--- config.mk ---
export PLATFORM = sky130hd
export DESIGN_NAME = salc_regs
export DESIGN_NICKNAME = d
export VERILOG_FILES = /design/src/hdl/salc_pkg.sv /design/src/hdl/salc_regs.sv
export SDC_FILE = /design/constraint.sdc
export NUM_CORES = 1
export LEC_CHECK = 0
export BUFFER_PORTS_ARGS = -buffer_cell sky130_fd_sc_hd__buf_2
export CAP_MARGIN = 20
export CORE_UTILIZATION = 39
export CTS_CLUSTER_DIAMETER = 120
export DETAILED_ROUTE_END_ITERATION = 7
export GPL_TIMING_DRIVEN = 1
export PLACE_DENSITY_LB_ADDON = 0.08
export SLEW_MARGIN = 10
export SYNTH_ARGS = -nofsm -noshare
export SYNTH_HDL_FRONTEND = slang
export SYNTH_SLANG_ARGS = --single-unit
--- constraint.sdc ---
create_clock -name i_clk -period 1.2 [get_ports i_clk]
set_clock_uncertainty 0.05 [all_clocks]
set_input_delay 0 -clock i_clk [delete_from_list [all_inputs] [get_ports i_clk]]
set_output_delay 0 -clock i_clk [all_outputs]
set_load 0.05 [all_outputs]
--- src/hdl/salc_pkg.sv ---
// Package for the set-associative cache policy engine.
// Holds widths, defaults, register indexes and the FSM state type. No dependencies.
package salc_pkg;
    localparam int SETS_DEF     = 256;
    localparam int WAYS_DEF     = 8;
    localparam int TAG_BITS_DEF = 20;
    localparam int CYC_W        = 18;
    localparam int BW_W         = 11;
    localparam int MEM_COST     = 100;
    localparam int MAX_BW       = 1024;
    localparam int ADDR_W       = 3;

    localparam logic [ADDR_W-1:0] REG_SET_BITS = 3'd0;
    localparam logic [ADDR_W-1:0] REG_WAYS     = 3'd1;
    localparam logic [ADDR_W-1:0] REG_BW       = 3'd2;
    localparam logic [ADDR_W-1:0] REG_WALLOC   = 3'd3;
    localparam logic [ADDR_W-1:0] REG_WBACK    = 3'd4;

    typedef enum logic [1:0] {
        ST_IDLE,
        ST_READ,
        ST_DONE
    } t_state;

    typedef struct packed {
        logic [3:0]      set_bits;
        logic [3:0]      ways;
        logic [BW_W-1:0] block_words;
        logic            walloc;
        logic            wback;
    } t_cfg;
endpackage

--- src/hdl/salc_regs.sv ---
// APB-style configuration register file of the cache policy engine.
// Depends on salc_pkg.
module salc_regs (
    input  logic                     i_clk,
    input  logic                     i_rst_n,
    input  logic                     psel,
    input  logic                     penable,
    input  logic                     pwrite,
    input  logic [4:0]               paddr,
    input  logic [31:0]              pwdata,
    output logic [31:0]              prdata,
    output logic                     pready,
    output salc_pkg::t_cfg           o_cfg
);
    import salc_pkg::*;
    t_cfg r_cfg;
    logic [ADDR_W-1:0] w_idx;
    assign w_idx = paddr[4:2];
    assign pready = 1'b1;
    assign o_cfg = r_cfg;

    always_ff @(posedge i_clk) begin
        if (!i_rst_n) begin
            r_cfg.set_bits    <= 4'd8;
            r_cfg.ways        <= 4'd8;
            r_cfg.block_words <= BW_W'(4);
            r_cfg.walloc      <= 1'b1;
            r_cfg.wback       <= 1'b1;
        end else if (psel && penable && pwrite) begin
            case (w_idx)
                REG_SET_BITS: r_cfg.set_bits    <= pwdata[3:0];
                REG_WAYS:     r_cfg.ways        <= pwdata[3:0];
                REG_BW:       r_cfg.block_words <= pwdata[BW_W-1:0];
                REG_WALLOC:   r_cfg.walloc      <= pwdata[0];
                REG_WBACK:    r_cfg.wback       <= pwdata[0];
                default: ;
            endcase
        end
    end

    always_comb begin
        case (w_idx)
            REG_SET_BITS: prdata = {28'd0, r_cfg.set_bits};
            REG_WAYS:     prdata = {28'd0, r_cfg.ways};
            REG_BW:       prdata = {21'd0, r_cfg.block_words};
            REG_WALLOC:   prdata = {31'd0, r_cfg.walloc};
            REG_WBACK:    prdata = {31'd0, r_cfg.wback};
            default:      prdata = 32'd0;
        endcase
    end
endmodule

== After elaboration in Yosys (flattened, before gate mapping) ==
Index checks and enable logic that the tools add are counted.
Storage, ports and cells
  register bits: 21
  input port bits: 42
Cells by class
  eq/ne operators: 4
  muxes and demuxes: 1
  reduce and logical (&&, ||, !) cells: 8
Operators with widths (number)
  case mux 11 bit (5 select lines): 1
  AND reduction 2 bit: 5
  equality test 3 x 2 -> 1 bit (second input constant): 2
  equality test 3 x 1 -> 1 bit (second input constant): 1
  equality test 3 bit (second input constant): 1
  logical NOT 3 bit: 1
  logical AND 1 bit: 2

== Longest topological paths before layout ==
  depth in word-level cells: 3
  gate-level depth with buffers: 5
  gate-level depth less buffers: 3

== Worst setup path before layout ==
OpenSTA, ideal clock, no wires.
  kind: register to output
  from: reg r_cfg, in the netlist o_cfg[5]
  to: out prdata[3]
  data arrival time: 1.581 ns
  required time: 1.150 ns
  slack: -0.431 ns
  stages on the path, launching flop included: 4
  cells stage by stage: dfxtp_1 > mux2i_1 > a2bb2oi_1 > nor2_1
On the way
  cells in the longest elaborated chain, start to end: 1
Ends and longest elaborated chain
  start, declared: line salc_regs.sv:16  | t_cfg r_cfg;
  case mux 11 bit (5 select lines): line salc_regs.sv:42  | case (w_idx)
  end, declared: line salc_regs.sv:11  | output logic [31:0] prdata,
Every way passes these cells.

== Final worst setup path ==
  from: reg r_cfg, in the netlist o_cfg[20]
  to: out prdata[3]
The elaborated chain is that of the path after synthesis.

==> insert_results.sql <==
INSERT INTO impl_metrics (metric_group, metric, value, unit) VALUES
('outcome', 'run_status', 'complete, but fails checks', ''),
('outcome', 'failing_checks', 'setup timing', ''),
('placed_design', 'dp.final_hpwl', '1900', 'um'),
('clock_network', 'tritoncts.num_buffers', '3', ''),
('layout', 'final_core_utilization', '57.6', '%'),
('sta', 'setup_violations', '4', ''),
('synthesis', 'yosys.area.top_type_share', '34.2', '%'),
('synthesis', 'post_synth_main_area_contributors', 'sky130_fd_sc_hd__dfxtp_1, sky130_fd_sc_hd__mux2i_1, sky130_fd_sc_hd__buf_4', ''),
('layout', 'nets', '252', ''),
('pwr', 'power_leakage', '0.860', 'nW'),
('setup_path', 'crit_path_end_kind', 'output port', ''),
('clock_network', 'insertion_delay_to_the_later_sink_of_the_worst_skew_pair', '300', 'ps'),
('synthesis', 'yosys_register_bits', '21', ''),
('clock_network', 'cts_buffer_depth', '2', ''),
('floorplan', 'site_row_count', '20', ''),
('drt', 'viasPerCell', '4.40', ''),
('run', 'drv.max_cap_violation_count', '0', ''),
('sta', 'worst_hold_slack', '18.8', 'ps'),
('sta', 'maxClockFrequency', '792', 'MHz'),
('sta', 'slew_viol_final', '0', ''),
('layout', 'antennaDiodeCount', '0', ''),
('sta', 'timing.final.ws_setup', '-62.1', 'ps'),
('floorplan', 'floorplan.die.width', '58.2', 'um'),
('synthesis', 'synthMostInstantiatedCell', 'sky130_fd_sc_hd__nand2_1', ''),
('synthesis', 'synth_cells', '141', ''),
('clock_network', 'ctsHtreeMaxLevel', '1', ''),
('clock_network', 'clock_tree_from_tritoncts', 'yes', ''),
('clock_network', 'numClockSinks', '21', ''),
('synthesis', 'synth_area_per_cell', '8.72', 'um^2'),
('clock_network', 'clock-root-buffer', 'sky130_fd_sc_hd__clkbuf_4', ''),
('sta', 'post-route-period-util', '105', '%'),
('setup_path', 'worst_ep_arrival_time', '1210', 'ps'),
('synthesis', 'synth_sequential_area_ratio', '34.2', '%'),
('setup_path', 'crit_required', '1150', 'ps'),
('pwr', 'vdd_drop_max', '0.456', 'mV'),
('layout', 'largest_register_ff_count', '21', ''),
('pwr', 'p_per_area', '835', 'nW/um^2'),
('drt', 'routed-via-count', '1112', ''),
('drt', 'routed_wire_length_per_instance', '10.7', 'um'),
('hold_path', 'worst_hold_path_type', 'in2reg', ''),
('global_routing', 'grt_remaining_overflow', '0', ''),
('global_routing', 'grt_pass1_vias', '1027', ''),
('drt', 'drt-pass1-iter-count', '4', ''),
('drt', 'drt_iter0_markers', '41', ''),
('global_routing', 'grt_antenna_before_repair', '0', ''),
('global_routing', 'grt_max_degree', '28', ''),
('layout', 'syn_to_final_growth', '41.8', '%'),
('global_routing', 'grt_pass1_wl', '4470', 'um'),
('setup_path', 'worst_setup_path_start_kind', 'flip-flop', ''),
('drt', 'antenna_left', '0', ''),
('layout', 'final_area', '1740', 'um^2'),
('drt', 'post-route-drc-count', '0', ''),
('layout', 'proportion_of_layout_cells_with_a_drive_suffix_above_1', '41.1', '%'),
('sta', 'fin_crit', '1260', 'ps'),
('floorplan', 'floorplan.initialDensity', '40.6', '%'),
('sta', 'rsz0062_at_grt', 'true', ''),
('synthesis', 'top_flip_flop_cell_by_instance_count_after_synthesis', 'sky130_fd_sc_hd__dfxtp_1', ''),
('synthesis', 'number_of_flops_mapped_to_enable_cells_by_yosys', '0', ''),
('synthesis', 'post-synth-top-area-cell', 'sky130_fd_sc_hd__dfxtp_1', ''),
('setup_path', 'critical_path.max_fanout', '3', ''),
('synthesis', 'synth_warnings', '0', ''),
('floorplan', 'die-height', '58.2', 'um'),
('drt', 'drt-total-wl', '2720', 'um'),
('floorplan', 'pin_count', '96', ''),
('global_routing', 'grtUsageTotal', '17.2', '%'),
('clock_network', 'clk_pin_slew_worst_paths', '120', 'ps'),
('synthesis', 'syn_area', '1230', 'um^2'),
('placed_design', 'routabilityCongestion', '0.731', ''),
('synthesis', 'synth_cell_types', '26', ''),
('floorplan', 'core-area', '3030', 'um^2'),
('placed_design', 'dpl_cell_area', '1500', 'um^2'),
('setup_path', 'path_class', 'reg2out', ''),
('floorplan', 'design.die.area', '3380', 'um^2'),
('pwr', 'final_power', '1.46', 'mW'),
('sta', 'finalHoldViolCount', '0', ''),
('synthesis', 'asr_flop_ratio_synth', '0', '%'),
('placed_design', 'placement.io_buffers', '50', ''),
('synthesis', 'ys_top_cells_by_count', 'sky130_fd_sc_hd__nand2_1, sky130_fd_sc_hd__mux2i_1, sky130_fd_sc_hd__buf_4', '');
-- layout by cell type, fill, tap and decap left out --
master | synthesis | layout
sky130_fd_sc_hd__a2bb2oi_2 | 0 | 3
sky130_fd_sc_hd__and2_1 | 7 | 7
sky130_fd_sc_hd__buf_12 | 0 | 1
sky130_fd_sc_hd__buf_2 | 1 | 42
sky130_fd_sc_hd__buf_4 | 22 | 11
sky130_fd_sc_hd__buf_6 | 2 | 4
sky130_fd_sc_hd__clkbuf_1 | 4 | 1
sky130_fd_sc_hd__clkbuf_4 | 0 | 7
sky130_fd_sc_hd__conb_1 | 2 | 22
sky130_fd_sc_hd__dfxtp_1 | 21 | 11
sky130_fd_sc_hd__dfxtp_2 | 0 | 10
sky130_fd_sc_hd__dlygate4sd3_1 | 0 | 12
sky130_fd_sc_hd__inv_1 | 2 | 2
sky130_fd_sc_hd__mux2i_1 | 23 | 21
sky130_fd_sc_hd__mux2i_2 | 0 | 2
sky130_fd_sc_hd__nand2_1 | 28 | 28
sky130_fd_sc_hd__nand2b_1 | 1 | 1
sky130_fd_sc_hd__nand3b_1 | 1 | 1
sky130_fd_sc_hd__nand4_1 | 1 | 1
sky130_fd_sc_hd__nand4b_4 | 1 | 1
sky130_fd_sc_hd__nor2_1 | 4 | 1
sky130_fd_sc_hd__nor2_4 | 1 | 4
sky130_fd_sc_hd__nor2b_1 | 4 | 4
sky130_fd_sc_hd__o211ai_1 | 1 | 1
sky130_fd_sc_hd__o21a_2 | 0 | 1
sky130_fd_sc_hd__o21ai_0 | 4 | 2
sky130_fd_sc_hd__o21ai_1 | 0 | 2
sky130_fd_sc_hd__o311ai_0 | 2 | 2
sky130_fd_sc_hd__o31ai_1 | 1 | 1
sky130_fd_sc_hd__or3_1 | 2 | 2
sky130_fd_sc_hd__or3b_1 | 1 | 1
-- what timing repair did --
item / 4_1_cts / 5_1_grt
endpoints found under the setup margin: 4 / 5
hold buffers: 12 / 0
setup buffers: 5 / 0
pin swaps: 3 / 3
resized for setup: 13 / 6
endpoints found under the hold margin: 21 / 0
-- metrics by stage --
stage | std cells | setup slack, ps | TNS (ps)
3_5_place_dp | 232 | 50.1 | 0
3_3_place_gp | 232 | 57.1 | 0
5_1_grt | 253 | -124 | -446
2_1_floorplan | 161 | 22.8 | 0
4_1_cts | 253 | -75.2 | -288
6_report | 253 | -62.1 | -208
-- where the power goes --
part / switching (mW) / total, mW / internal [mW]
clock network: 0.212 / 0.341 / 0.129
logic: 0.291 / 0.410 / 0.118
registers: 0.00391 / 0.707 / 0.703
total: 0.507 / 1.46 / 0.950
-- final timing paths --
path	start	endpoint	slack [ps]	depth (start not counted)
worst min register to register	o_cfg[8]	o_cfg[8]	430	2
worst min-delay path	paddr[2]	o_cfg[1]	20	3
worst max-delay path	o_cfg[20]	prdata[3]	-60	4
worst max register to register	o_cfg[4]	o_cfg[4]	340	3
-- routing by layer --
metal / track usage [%] / vias to the layer above / share of wire [%]
met3: 3.13 / 4 / 5.1
met5: 0 / - / 0
met4: 7.48 / 0 / 0.96
met2: 29.2 / 44 / 49
met1: 21.2 / 502 / 45
li1: - / 562 / -
-- cells by family after synthesis --
group	after synthesis	share of synthesized area, %
and+or+nand+nor	51	21.6
buffers and inverters	32	17.9
muxes	23	18.7
DFF	21	34.2
AOI/OAI and AO/OA	12	7.02
other	2	0.611
-- critical path: stages, from the launching register on --
cell	delay, ps
sky130_fd_sc_hd__dfxtp_2	350
sky130_fd_sc_hd__mux2i_2	170
sky130_fd_sc_hd__a2bb2oi_2	200
sky130_fd_sc_hd__nor2_4	40
sky130_fd_sc_hd__buf_6	150
-- cell type report --
type	instances	area, um^2
clock buffer	4	26.3
fill	280	1280
inverter	2	7.51
multi-input combinational	108	714
sequential	21	433
tap	44	55.1
timing repair buffer	74	508
No activity file was read; power rests on OpenSTA's default activity.
