===== src/hdl/salc_pkg.sv =====
// Package for the set-associative cache policy engine.
// Holds widths, defaults, register indexes and the FSM state type. No dependencies.
package salc_pkg;
    localparam int SETS_DEF     = 256;
    localparam int WAYS_DEF     = 8;
    localparam int TAG_BITS_DEF = 20;
    localparam int CYC_W        = 18;
    localparam int BW_W         = 11;
    localparam int MEM_COST     = 100;
    localparam int MAX_BW       = 1024;
    localparam int ADDR_W       = 3;

    localparam logic [ADDR_W-1:0] REG_SET_BITS = 3'd0;
    localparam logic [ADDR_W-1:0] REG_WAYS     = 3'd1;
    localparam logic [ADDR_W-1:0] REG_BW       = 3'd2;
    localparam logic [ADDR_W-1:0] REG_WALLOC   = 3'd3;
    localparam logic [ADDR_W-1:0] REG_WBACK    = 3'd4;

    typedef enum logic [1:0] {
        ST_IDLE,
        ST_READ,
        ST_DONE
    } t_state;

    typedef struct packed {
        logic [3:0]      set_bits;
        logic [3:0]      ways;
        logic [BW_W-1:0] block_words;
        logic            walloc;
        logic            wback;
    } t_cfg;
endpackage


===== src/hdl/salc_policy.sv =====
// Lookup and policy logic: hit search, victim choice, LRU update and cost.
// Pure combinational; depends on salc_pkg.
module salc_policy #(
    parameter int WAYS     = salc_pkg::WAYS_DEF,
    parameter int TAG_BITS = salc_pkg::TAG_BITS_DEF,
    parameter int AGE_W    = (WAYS > 1) ? $clog2(WAYS) : 1
) (
    input  salc_pkg::t_cfg                i_cfg,
    input  logic                          i_store,
    input  logic [TAG_BITS-1:0]           i_tag,
    input  logic [WAYS-1:0][TAG_BITS-1:0] i_tags,
    input  logic [WAYS-1:0][AGE_W-1:0]    i_ages,
    input  logic [WAYS-1:0]               i_dirty,
    input  logic [WAYS-1:0]               i_valid,
    input  logic [salc_pkg::CYC_W-1:0]    i_fill,
    output logic [WAYS-1:0][TAG_BITS-1:0] o_tags,
    output logic [WAYS-1:0][AGE_W-1:0]    o_ages,
    output logic [WAYS-1:0]               o_dirty,
    output logic [WAYS-1:0]               o_valid,
    output logic                          o_we,
    output logic                          o_hit,
    output logic                          o_dev,
    output logic [salc_pkg::CYC_W-1:0]    o_cycles
);
    import salc_pkg::*;
    localparam int WC_W = $clog2(WAYS + 1);
    localparam int OLD_W = AGE_W + 1;
    logic [WC_W-1:0] nways;
    logic wb, hit, fresh, found_inv;
    logic [AGE_W-1:0] hw, vw, sel, best;
    logic [OLD_W-1:0] old;

    always_comb begin
        nways = (i_cfg.ways == 4'd0) ? WC_W'(1) :
                (32'(i_cfg.ways) > WAYS) ? WC_W'(WAYS) : WC_W'(i_cfg.ways);
        wb = i_cfg.walloc && i_cfg.wback;
        hit = 1'b0; hw = '0;
        found_inv = 1'b0; vw = '0; best = '0;
        for (int i = WAYS - 1; i >= 0; i--) begin
            if (32'(i) < 32'(nways) && i_valid[i] && i_tags[i] == i_tag) begin
                hit = 1'b1; hw = AGE_W'(i);
            end
            if (32'(i) < 32'(nways) && !i_valid[i]) begin
                found_inv = 1'b1; vw = AGE_W'(i);
            end
        end
        fresh = found_inv;
        if (!found_inv) begin
            for (int i = 0; i < WAYS; i++) begin
                if (32'(i) < 32'(nways) && (i == 0 || i_ages[i] > best)) begin
                    best = i_ages[i]; vw = AGE_W'(i);
                end
            end
        end
        o_tags = i_tags; o_ages = i_ages; o_dirty = i_dirty; o_valid = i_valid;
        o_hit = hit; o_dev = 1'b0; o_we = 1'b1; o_cycles = '0;
        sel = hit ? hw : vw;
        // A miss counts as a fresh access, so the age of every other valid way below WAYS-1 moves up.
        old = (hit) ? {1'b0, i_ages[hw]} : {OLD_W{1'b1}};
        if (hit) begin
            o_cycles = CYC_W'(1);
            if (i_store) begin
                if (wb) o_dirty[hw] = 1'b1;
                else o_cycles = CYC_W'(1 + MEM_COST);
            end
        end else if (i_store && !i_cfg.walloc) begin
            o_cycles = CYC_W'(MEM_COST);
            o_we = 1'b0;
        end else begin
            o_dev = !fresh && i_dirty[vw];
            o_cycles = i_fill + CYC_W'(1) + (o_dev ? i_fill : '0)
                     + ((i_store && !wb) ? CYC_W'(MEM_COST) : '0);
        end
        if (o_we) begin
            for (int i = 0; i < WAYS; i++) begin
                if (32'(i) < 32'(nways) && AGE_W'(i) != sel && i_valid[i]
                    && {1'b0, i_ages[i]} < old && 32'(i_ages[i]) < WAYS - 1)
                    o_ages[i] = i_ages[i] + AGE_W'(1);
            end
            o_ages[sel] = '0;
            if (!hit) begin
                o_tags[sel]  = i_tag;
                o_valid[sel] = 1'b1;
                o_dirty[sel] = i_store && wb;
            end
        end
    end
endmodule


===== config.mk =====
export PLATFORM = sky130hd
export DESIGN_NAME = salc_policy
export DESIGN_NICKNAME = d
export VERILOG_FILES = /design/src/hdl/salc_pkg.sv /design/src/hdl/salc_policy.sv
export SDC_FILE = /design/constraint.sdc
export NUM_CORES = 1
export LEC_CHECK = 0
export BUFFER_PORTS_ARGS = -buffer_cell sky130_fd_sc_hd__buf_4
export CAP_MARGIN = 15
export CORE_AREA = 2 2 185 187
export DETAILED_ROUTE_END_ITERATION = 10
export DIE_AREA = 0 0 187 189
export SLEW_MARGIN = 0
export SYNTH_ARGS = -nofsm -noshare
export SYNTH_HDL_FRONTEND = slang
export SYNTH_SLANG_ARGS = --single-unit

===== constraint.sdc =====
create_clock -name vclk -period 13.35
set_input_delay 1.335 -clock vclk [all_inputs]
set_output_delay 1.335 -clock vclk [all_outputs]
set_load 0.03 [all_outputs]

After elaboration in Yosys (flattened, before gate mapping)
Index checks and enable logic that the tools add are counted.

Add/sub/neg operators: 11. Reductions and logical operators: 83. Multiplexer cells: 109. Equality and inequality tests: 15. Bitwise logic cells: 4. $lt $le $gt $ge: 37.

Operator list (count): $mux W160 (2); $mux W3 (58); $bwmux W160 (1); $eq A20 B20 Y1 (8); $logic_and A1 B1 Y1 (70); $demux W20 S3 (1); $mux W8 (7); $mux W18 (3); $lt A3 B4 Y1 (8); $add A3 B1 Y3 const B (8); $and A24 B24 Y24 (1); $lt A3 B3 Y1 const B (8); $mux W24 (1); $not A24 Y24 (1); $mux W1 (23); $gt A3 B3 Y1 (7); $mux W7 (3); $mux W20 (1); $add A18 B1 Y18 const B (1); $add A18 B18 Y18 (1); $add A18 B7 Y18 (1); $lt A3 B4 Y1 const A (4); $or A8 B8 Y8 (2); $lt A3 B4 Y1 const B (3); 16 further kinds (36).

Input bits: 260. Register bits after elaboration: 0. Logic and storage cells: 259. Output and inout bits: 221.

Longest topological paths before layout
Gate-level depths: netlist of run 1.

Depth in word-level cells: 52. Mapped depth: 66. Depth with buffers taken out: 63.

Worst setup path after synthesis of run 1
No wires, ideal clock.

Path type: input-to-output. Start: input port i_ages[2] (netlist name). End: output port o_cycles[13] (netlist name). Path buffers: 4. Cell stages on the path: 61. Arrival: 12973 ps. Slack: -958 ps. Cells stage by stage: clkbuf_8 -> inv_1 -> ha_1 -> a31oi_2 -> nand2_2 -> nand2_1 -> o21ai_0 -> ha_1 -> a211oi_1 -> o21ai_0 -> mux2_2 -> ha_1 -> nor2_1 -> nand2_1 -> a31oi_1 -> a31oi_1 -> nand2_1 -> mux2_2 -> (+25 left out) -> o221a_1 -> and2_4 -> o21ai_1 -> and3_2 -> nor3_4 -> buf_6 -> clkbuf_1 -> nor2b_1 -> ha_1 -> fa_1 -> a21o_1 -> nand3_1 -> a31oi_1 -> or2_1 -> buf_4 -> o2111ai_1 -> xor2_1 -> o211ai_1.

Longest elaborated chain between the ends: 38. Elaborated cells between the ends (all ways): 44. Classes of those cells: 2 x add/sub; 7 x order compare; 27 x mux; 8 x reduce/logical.

RTL lines: from (decl) (RTL line salc_policy.sv:12) `input logic [WAYS-1:0][AGE_W-1:0] i_ages,`; $mux W3 (*) (RTL line salc_policy.sv:50) `if (32'(i) < 32'(nways) && (i == 0 || i_ages[i] > best)) begin`; $mux W3 (*) (RTL line salc_policy.sv:48) `if (!found_inv) begin`; $gt A3 B3 Y1 (RTL line salc_policy.sv:50); $logic_and A1 B1 Y1 (RTL line salc_policy.sv:50); $mux W3 (RTL line salc_policy.sv:50); $mux W3 (RTL line salc_policy.sv:48); $gt A3 B3 Y1 (RTL line salc_policy.sv:50); $logic_and A1 B1 Y1 (RTL line salc_policy.sv:50); (+22 left out); $bmux W1 S3 (*) (RTL line salc_policy.sv:70) `o_dev = !fresh && i_dirty[vw];`; $mux W1 (not written as such) (*) (RTL line salc_policy.sv:70); $logic_and A1 B1 Y1 (*) (RTL line salc_policy.sv:70); $mux W18 (*) (RTL line salc_policy.sv:71) `o_cycles = i_fill + CYC_W'(1) + (o_dev ? i_fill : '0)`; $add A18 B18 Y18 (*) (RTL line salc_policy.sv:71); $add A18 B7 Y18 (*) (RTL line salc_policy.sv:72) `+ ((i_store && !wb) ? CYC_W'(MEM_COST) : '0);`; $mux W18 (*) (RTL line salc_policy.sv:66) `end else if (i_store && !i_cfg.walloc) begin`; $mux W18 (*) (RTL line salc_policy.sv:60) `if (hit) begin`; to (decl) (RTL line salc_policy.sv:23) `output logic [salc_pkg::CYC_W-1:0] o_cycles`.

Mark *: on every way between the ends. The rest lies on a longest branch, timed or not. The select of a mux whose other input is x is not followed.

Worst setup path after layout of run 1
Ends and elaborated chain as after synthesis.

==> impl_metrics.py, run 1 <==
metrics = {
    "drt": {
        "via_per_inst": 5.326,
        "drt-total-wl_um": 48960,
        "drt_iter0_markers": 467,
        "first_pass_iters": 7,
        "ant_nets": 0,
        "vias": 10779,
        "drc": 0,
        "wl_per_cell_um": 24.19,
    },
    "placed_design": {
        "gp_congestion": 1.020,
        "post-dp-hpwl_um": 41160,
        "placed_cells": 2003,
        "port_buffers": 466,
        "place_ws_ns": -0.3494,
    },
    "layout": {
        "fillers": 3455,
        "drive_gt1_frac": 0.5371,
        "layout.cells.non_filler": 2024,
        "n_clock_buffer": 0,
        "layout_common_cells": "buf_4 (551), mux2_2 (146), xnor2_1 (106), xor2_1 (70), nand2_1 (56)",
        "regArea_um2": 0,
        "area_growth_pct": 60.70,
        "final_common_cell": "buf_4",
        "seq_cells": 0,
        "fin_util": 0.3984,
        "nets": 1884,
    },
    "sta": {
        "setup_violations": 0,
        "hold_slack_ns": 3.023,
        "fin_crit_ns": 13.20,
        "post-route-period-util": 0.9889,
        "rsz0062_at_grt": "true",
        "setup_tns_ns": 0,
        "setup_ws_ns": 0.1481,
        "final-max-slew-violation-count": 0,
        "hold_violations": 0,
        "relSlewSlack": 0.4942,
        "tightest_slew_ns": 0.7579,
        "fmax_mhz": 75.75,
    },
    "synth": {
        "syn_avg_cell_area_um2": 7.556,
        "synth_seq_area_share": 0,
        "synth_cell_types": 106,
        "netlist_area_um2": 8252,
        "syn_nets": 1399,
        "syn_inst": 1092,
        "ys.warnings.count": 0,
    },
    "global_routing": {
        "grt_usage": 0.2586,
        "overflow": 0,
        "grt_max_degree": 25,
        "grt_pass1_vias": 10621,
        "antenna_found_initial": 1,
        "grt_pass1_wl_um": 69670,
    },
    "critical_path": {
        "crit_fanout": 6,
        "cpMaxStageDelayCell": "a211o_4",
        "cp_num_buf_inv": 10,
        "end_kind": "output pin",
        "crit_path_start_kind": "primary input",
        "cpLargestDelayFamily": "compound AO/OA/AOI/OAI gates",
        "critPathMaxStageDelay_ns": 0.35,
        "worstSetupPathType": "primary input to output pin",
        "arrival_ns": 11.87,
        "cp.required_ns": 12.02,
    },
    "die": {
        "die_h_um": 189,
        "coreArea_um2": 33280,
        "initial_utilization": 0.2479,
        "pin_count": 481,
        "die_w_um": 187,
        "dieArea_um2": 35340,
        "rows": 67,
    },
    "clock_tree": {
        "cts_hold_buf": 0,
    },
    "pwr": {
        "peakVddDrop_mv": 0.04633,
        "power.density_nw_per_um2": 52.87,
        "total_leakage_power_nw": 5.834,
    },
    "flow_run": {
        "max_cap_violations": 0,
    },
    "hold_path": {
        "min_path_type": "primary input to output pin",
    },
    "run_status": {
        "outcome": "completed",
    },
}
## what timing repair did
action / CTS / global route
gates resized for setup: 15 / 59
pin swaps: 11 / 58
setup endpoints to repair: 13 / 14
setup buffers: 3 / 17
## cell usage after synthesis, types with 17 or more instances
cell type | count | area [µm²]
a21oi_1 | 51 | 255.2
buf_2 | 17 | 85.08
clkbuf_1 | 55 | 206.5
ha_1 | 46 | 575.6
inv_1 | 36 | 135.1
mux2_2 | 149 | 1678
nand2_1 | 62 | 232.7
nand2b_1 | 17 | 106.4
nand3_1 | 36 | 180.2
nand4_1 | 29 | 181.4
nor2_1 | 51 | 191.4
nor4_1 | 20 | 125.1
o211ai_1 | 17 | 127.6
o21ai_0 | 56 | 280.3
xnor2_1 | 107 | 937.2
xor2_1 | 70 | 613.1
## cell type report
type,instances,area (µm²),area share
timing repair buffer,568,4349,0.3280
tap,448,560.5,0.04227
multi-input combinational,971,8203,0.6186
inverter,36,145.1,0.01095
antenna,1,2.502,0.0001887
## routing by layer
| metal | up-vias | routed length [µm] | global-route usage | part of all wire |
|---|---|---|---|---|
| li1 | 4998 | - | - | - |
| met1 | 5252 | 19310 | 0.3055 | 0.39 |
| met2 | 435 | 24050 | 0.4620 | 0.49 |
| met3 | 92 | 3087 | 0.04393 | 0.063 |
| met4 | 2 | 2507 | 0.1074 | 0.051 |
| met5 | - | 11 | 0 | 0.00022 |
## cell families after synthesis
kind of cell / synth area share
buffers and inverters: 0.06914
adders and majority gates: 0.07460
xor gates and xnor gates: 0.1879
AOI/OAI and AO/OA: 0.2261
muxes: 0.2328
and+or+nand+nor: 0.2096
## power by group
part	switching (mW)	leakage (nW)	total (mW)	internal, mW
combinational	0.395	5.83	0.701	0.306
clock	0	0.00000634	0.0000000100	0.0000000100
sequential	0	0	0	0
## path summary, 6_finish.rpt
kind,from,end,slack (ns),cells past startpoint
min,i_tags[99],o_tags[99],3.02,3
max,i_ages[2],o_cycles[13],0.15,65
## through the flow
step | power, mW | cell area (µm²)
after global placement | 0.6540 | 12760
after global routing | 0.7376 | 13260
final | 0.7010 | 13260
after detailed placement | 0.6587 | 12760
after CTS | 0.6700 | 12870
after floorplan | 0.3867 | 8506
(Power assumes the default switching activity.)
==> run 2: changes to the inputs <==
- ABC_AREA: default -> 1
- CORE_AREA: 2 2 185 187 -> 2 2 186 188
- DIE_AREA: 0 0 187 189 -> 0 0 188 190
- RECOVER_POWER: default -> 50
==> run 2 against run 1 <==
Net effect:
- flip-flop and latch count unchanged
- global-route usage increased by 5.6 points
- final area decreased by 2.6%
- largest cell class unchanged
- synthesized area increased by 7.2%
- critical path depth increased by 8
- sequential share of layout area unchanged
- synthesized cell count increased by 58%
- via count increased by 29%
- combinational power decreased by 2.9%
- total power decreased by 2.9%
- clock-buffer cell count unchanged
- first-iteration DRC count increased by 140%
==> impl_metrics.py, run 2 <==
metrics = {
    "layout": {
        "regArea_um2": 0,
        "drive_gt1_frac": 0.2637,
        "final_common_cell": "buf_4",
        "layout_common_cells": "buf_4 (500), nand2_1 (432), inv_1 (242), o21ai_0 (223), nor2_1 (167)",
        "seq_cells": 0,
        "area_growth_pct": 45.98,
        "fillers": 3866,
        "nets": 2463,
        "fin_util": 0.3803,
        "multi_input_area_um2": 7625,
        "n_clock_buffer": 0,
    },
    "drt": {
        "vias": 13933,
        "wl_per_cell_um": 22.79,
        "drt_iter0_markers": 1104,
        "drc": 0,
        "drt-total-wl_um": 59480,
        "ant_nets": 0,
        "via_per_inst": 5.338,
        "first_pass_iters": 5,
    },
    "pwr": {
        "total_leakage_power_nw": 7.040,
        "peakVddDrop_mv": 0.02454,
        "power.switching_mw": 0.4438,
        "seqPwrFrac": 0,
        "power.density_nw_per_um2": 52.74,
        "sw_frac_of_total": 0.6517,
        "fin_total_pwr_mw": 0.6809,
        "comb_power_share": 1.000,
        "p_clk_frac": 0,
        "p_int_mw": 0.2372,
    },
    "sta": {
        "hold_slack_ns": 3.015,
        "post-route-period-util": 0.9354,
        "final-max-slew-violation-count": 0,
        "tightest_slew_ns": 1.051,
        "relSlewSlack": 0.2986,
        "fin_crit_ns": 12.49,
        "setup_ws_ns": 0.8623,
        "setup_violations": 0,
        "fmax_mhz": 80.08,
        "hold_violations": 0,
    },
    "hold_path": {
        "min_path_type": "primary input to output pin",
        "min_path_cells": 4,
        "hp-start": "i_valid[1]",
        "worstHoldEndpoint": "o_valid[1]",
    },
    "synth": {
        "synth_most_common_cell": "nand2_1",
        "ys.warnings.count": 0,
        "yosysTopAreaCell": "nand2_1",
        "synth_seq_area_share": 0,
        "yosys-top-cells-area": "nand2_1 (18%), o21ai_0 (13%), inv_1 (10%)",
        "yosysTopAreaCellShare": 0.1842,
        "netlist_area_um2": 8845,
        "synth_cell_types": 52,
        "syn_inst": 1727,
        "syn_nets": 2034,
        "syn_avg_cell_area_um2": 5.121,
        "ys_top_cells_by_count": "nand2_1 (434), inv_1 (244), o21ai_0 (228)",
    },
    "flow_run": {
        "max_cap_violations": 0,
    },
    "die": {
        "pin_count": 481,
        "die_w_um": 188,
        "initial_utilization": 0.2605,
        "die_h_um": 190,
        "coreArea_um2": 33950,
        "dieArea_um2": 35720,
        "rows": 68,
    },
    "placed_design": {
        "place_ws_ns": 0.2698,
        "post-dp-hpwl_um": 49980,
        "gp_congestion": 0.9999,
        "port_buffers": 466,
    },
    "run_status": {
        "outcome": "completed",
    },
    "critical_path": {
        "arrival_ns": 11.15,
        "cpMaxStageDelayCell": "a311oi_2",
        "end_kind": "output pin",
        "critPathMaxStageDelay_ns": 0.38,
        "cp-startpoint": "i_ages[3]",
        "crit_fanout": 9,
        "worstSetupPathType": "primary input to output pin",
        "crit_path_start_kind": "primary input",
        "worst_path_most_repeated_cell": "nand2_1",
        "cp.required_ns": 12.02,
    },
    "global_routing": {
        "grt_pass1_vias": 13218,
        "grt_max_degree": 44,
        "overflow": 0,
        "grt_pass1_wl_um": 84350,
        "antenna_found_initial": 5,
        "grt_usage": 0.3142,
    },
}
[run 2: kinds of logic after synthesis]
kind of cell,share of synthesized area
AND/OR/NAND/NOR,0.4691
AO/OA/AOI/OAI,0.2043
buffers and inverters,0.1444
XOR/XNOR,0.1149
adder cells (fa/ha/maj),0.06734
[run 2: cell type report]
type	instances	share of cell area
diodes	1	0.0001938
inverters	254	0.07384
multi-input cells	1398	0.5906
well taps	455	0.04409
repair buffers	502	0.2913
[run 2: stage by stage]
stage                     setup TNS (ns)  cell area [µm²]  std cells
after detailed placement               0            12810       2602
after global routing             -0.1543            12910       2610
after global placement                 0            12810       2602
final                                  0            12910       2610
after floorplan                        0             8845       1727
after CTS                              0            12810       2602
[run 2: power groups by stage]
stage	Sequential [mW]	Clock, mW	Combinational (mW)
6_report	0	0.0000000100	0.681
3_5_place_dp	0	0	0.661
4_1_cts	0	0	0.663
5_1_grt	0	0.0000000100	0.727
2_1_floorplan	0	0	0.382
3_3_place_gp	0	0	0.659
[run 2: timing repair]
action,in CTS,in global routing
hold buffers,0,0
endpoints found under the setup margin,0,84
buffers inserted,0,7
gates resized for setup,0,21
[run 2: routing by layer]
layer	routed length [µm]	track usage	share of wire	vias to the layer above
li1	-	-	-	6566
met1	23510	0.3829	0.40	6460
met2	28060	0.5463	0.47	733
met3	4245	0.03560	0.071	168
met4	3633	0.1587	0.061	6
met5	36	0	0.00061	-
[run 2: critical path, delay by kind of cell]
family          cells  cell delay (ns)
simple gates       40             4.27
buf+inv            10             1.12
compound gates     14             1.96
fa+ha+maj           9             2.45
[run 2: how the worst max path moves through the flow]
stage	to	slack (ns)	cells after the start
after floorplan	o_cycles[8]	1.35	65
after global placement	o_cycles[9]	0.39	66
after detailed placement	o_cycles[15]	0.27	68
after CTS	o_cycles[15]	0.23	68
after global routing	o_cycles[16]	-0.08	72
final	o_cycles[11]	0.86	73
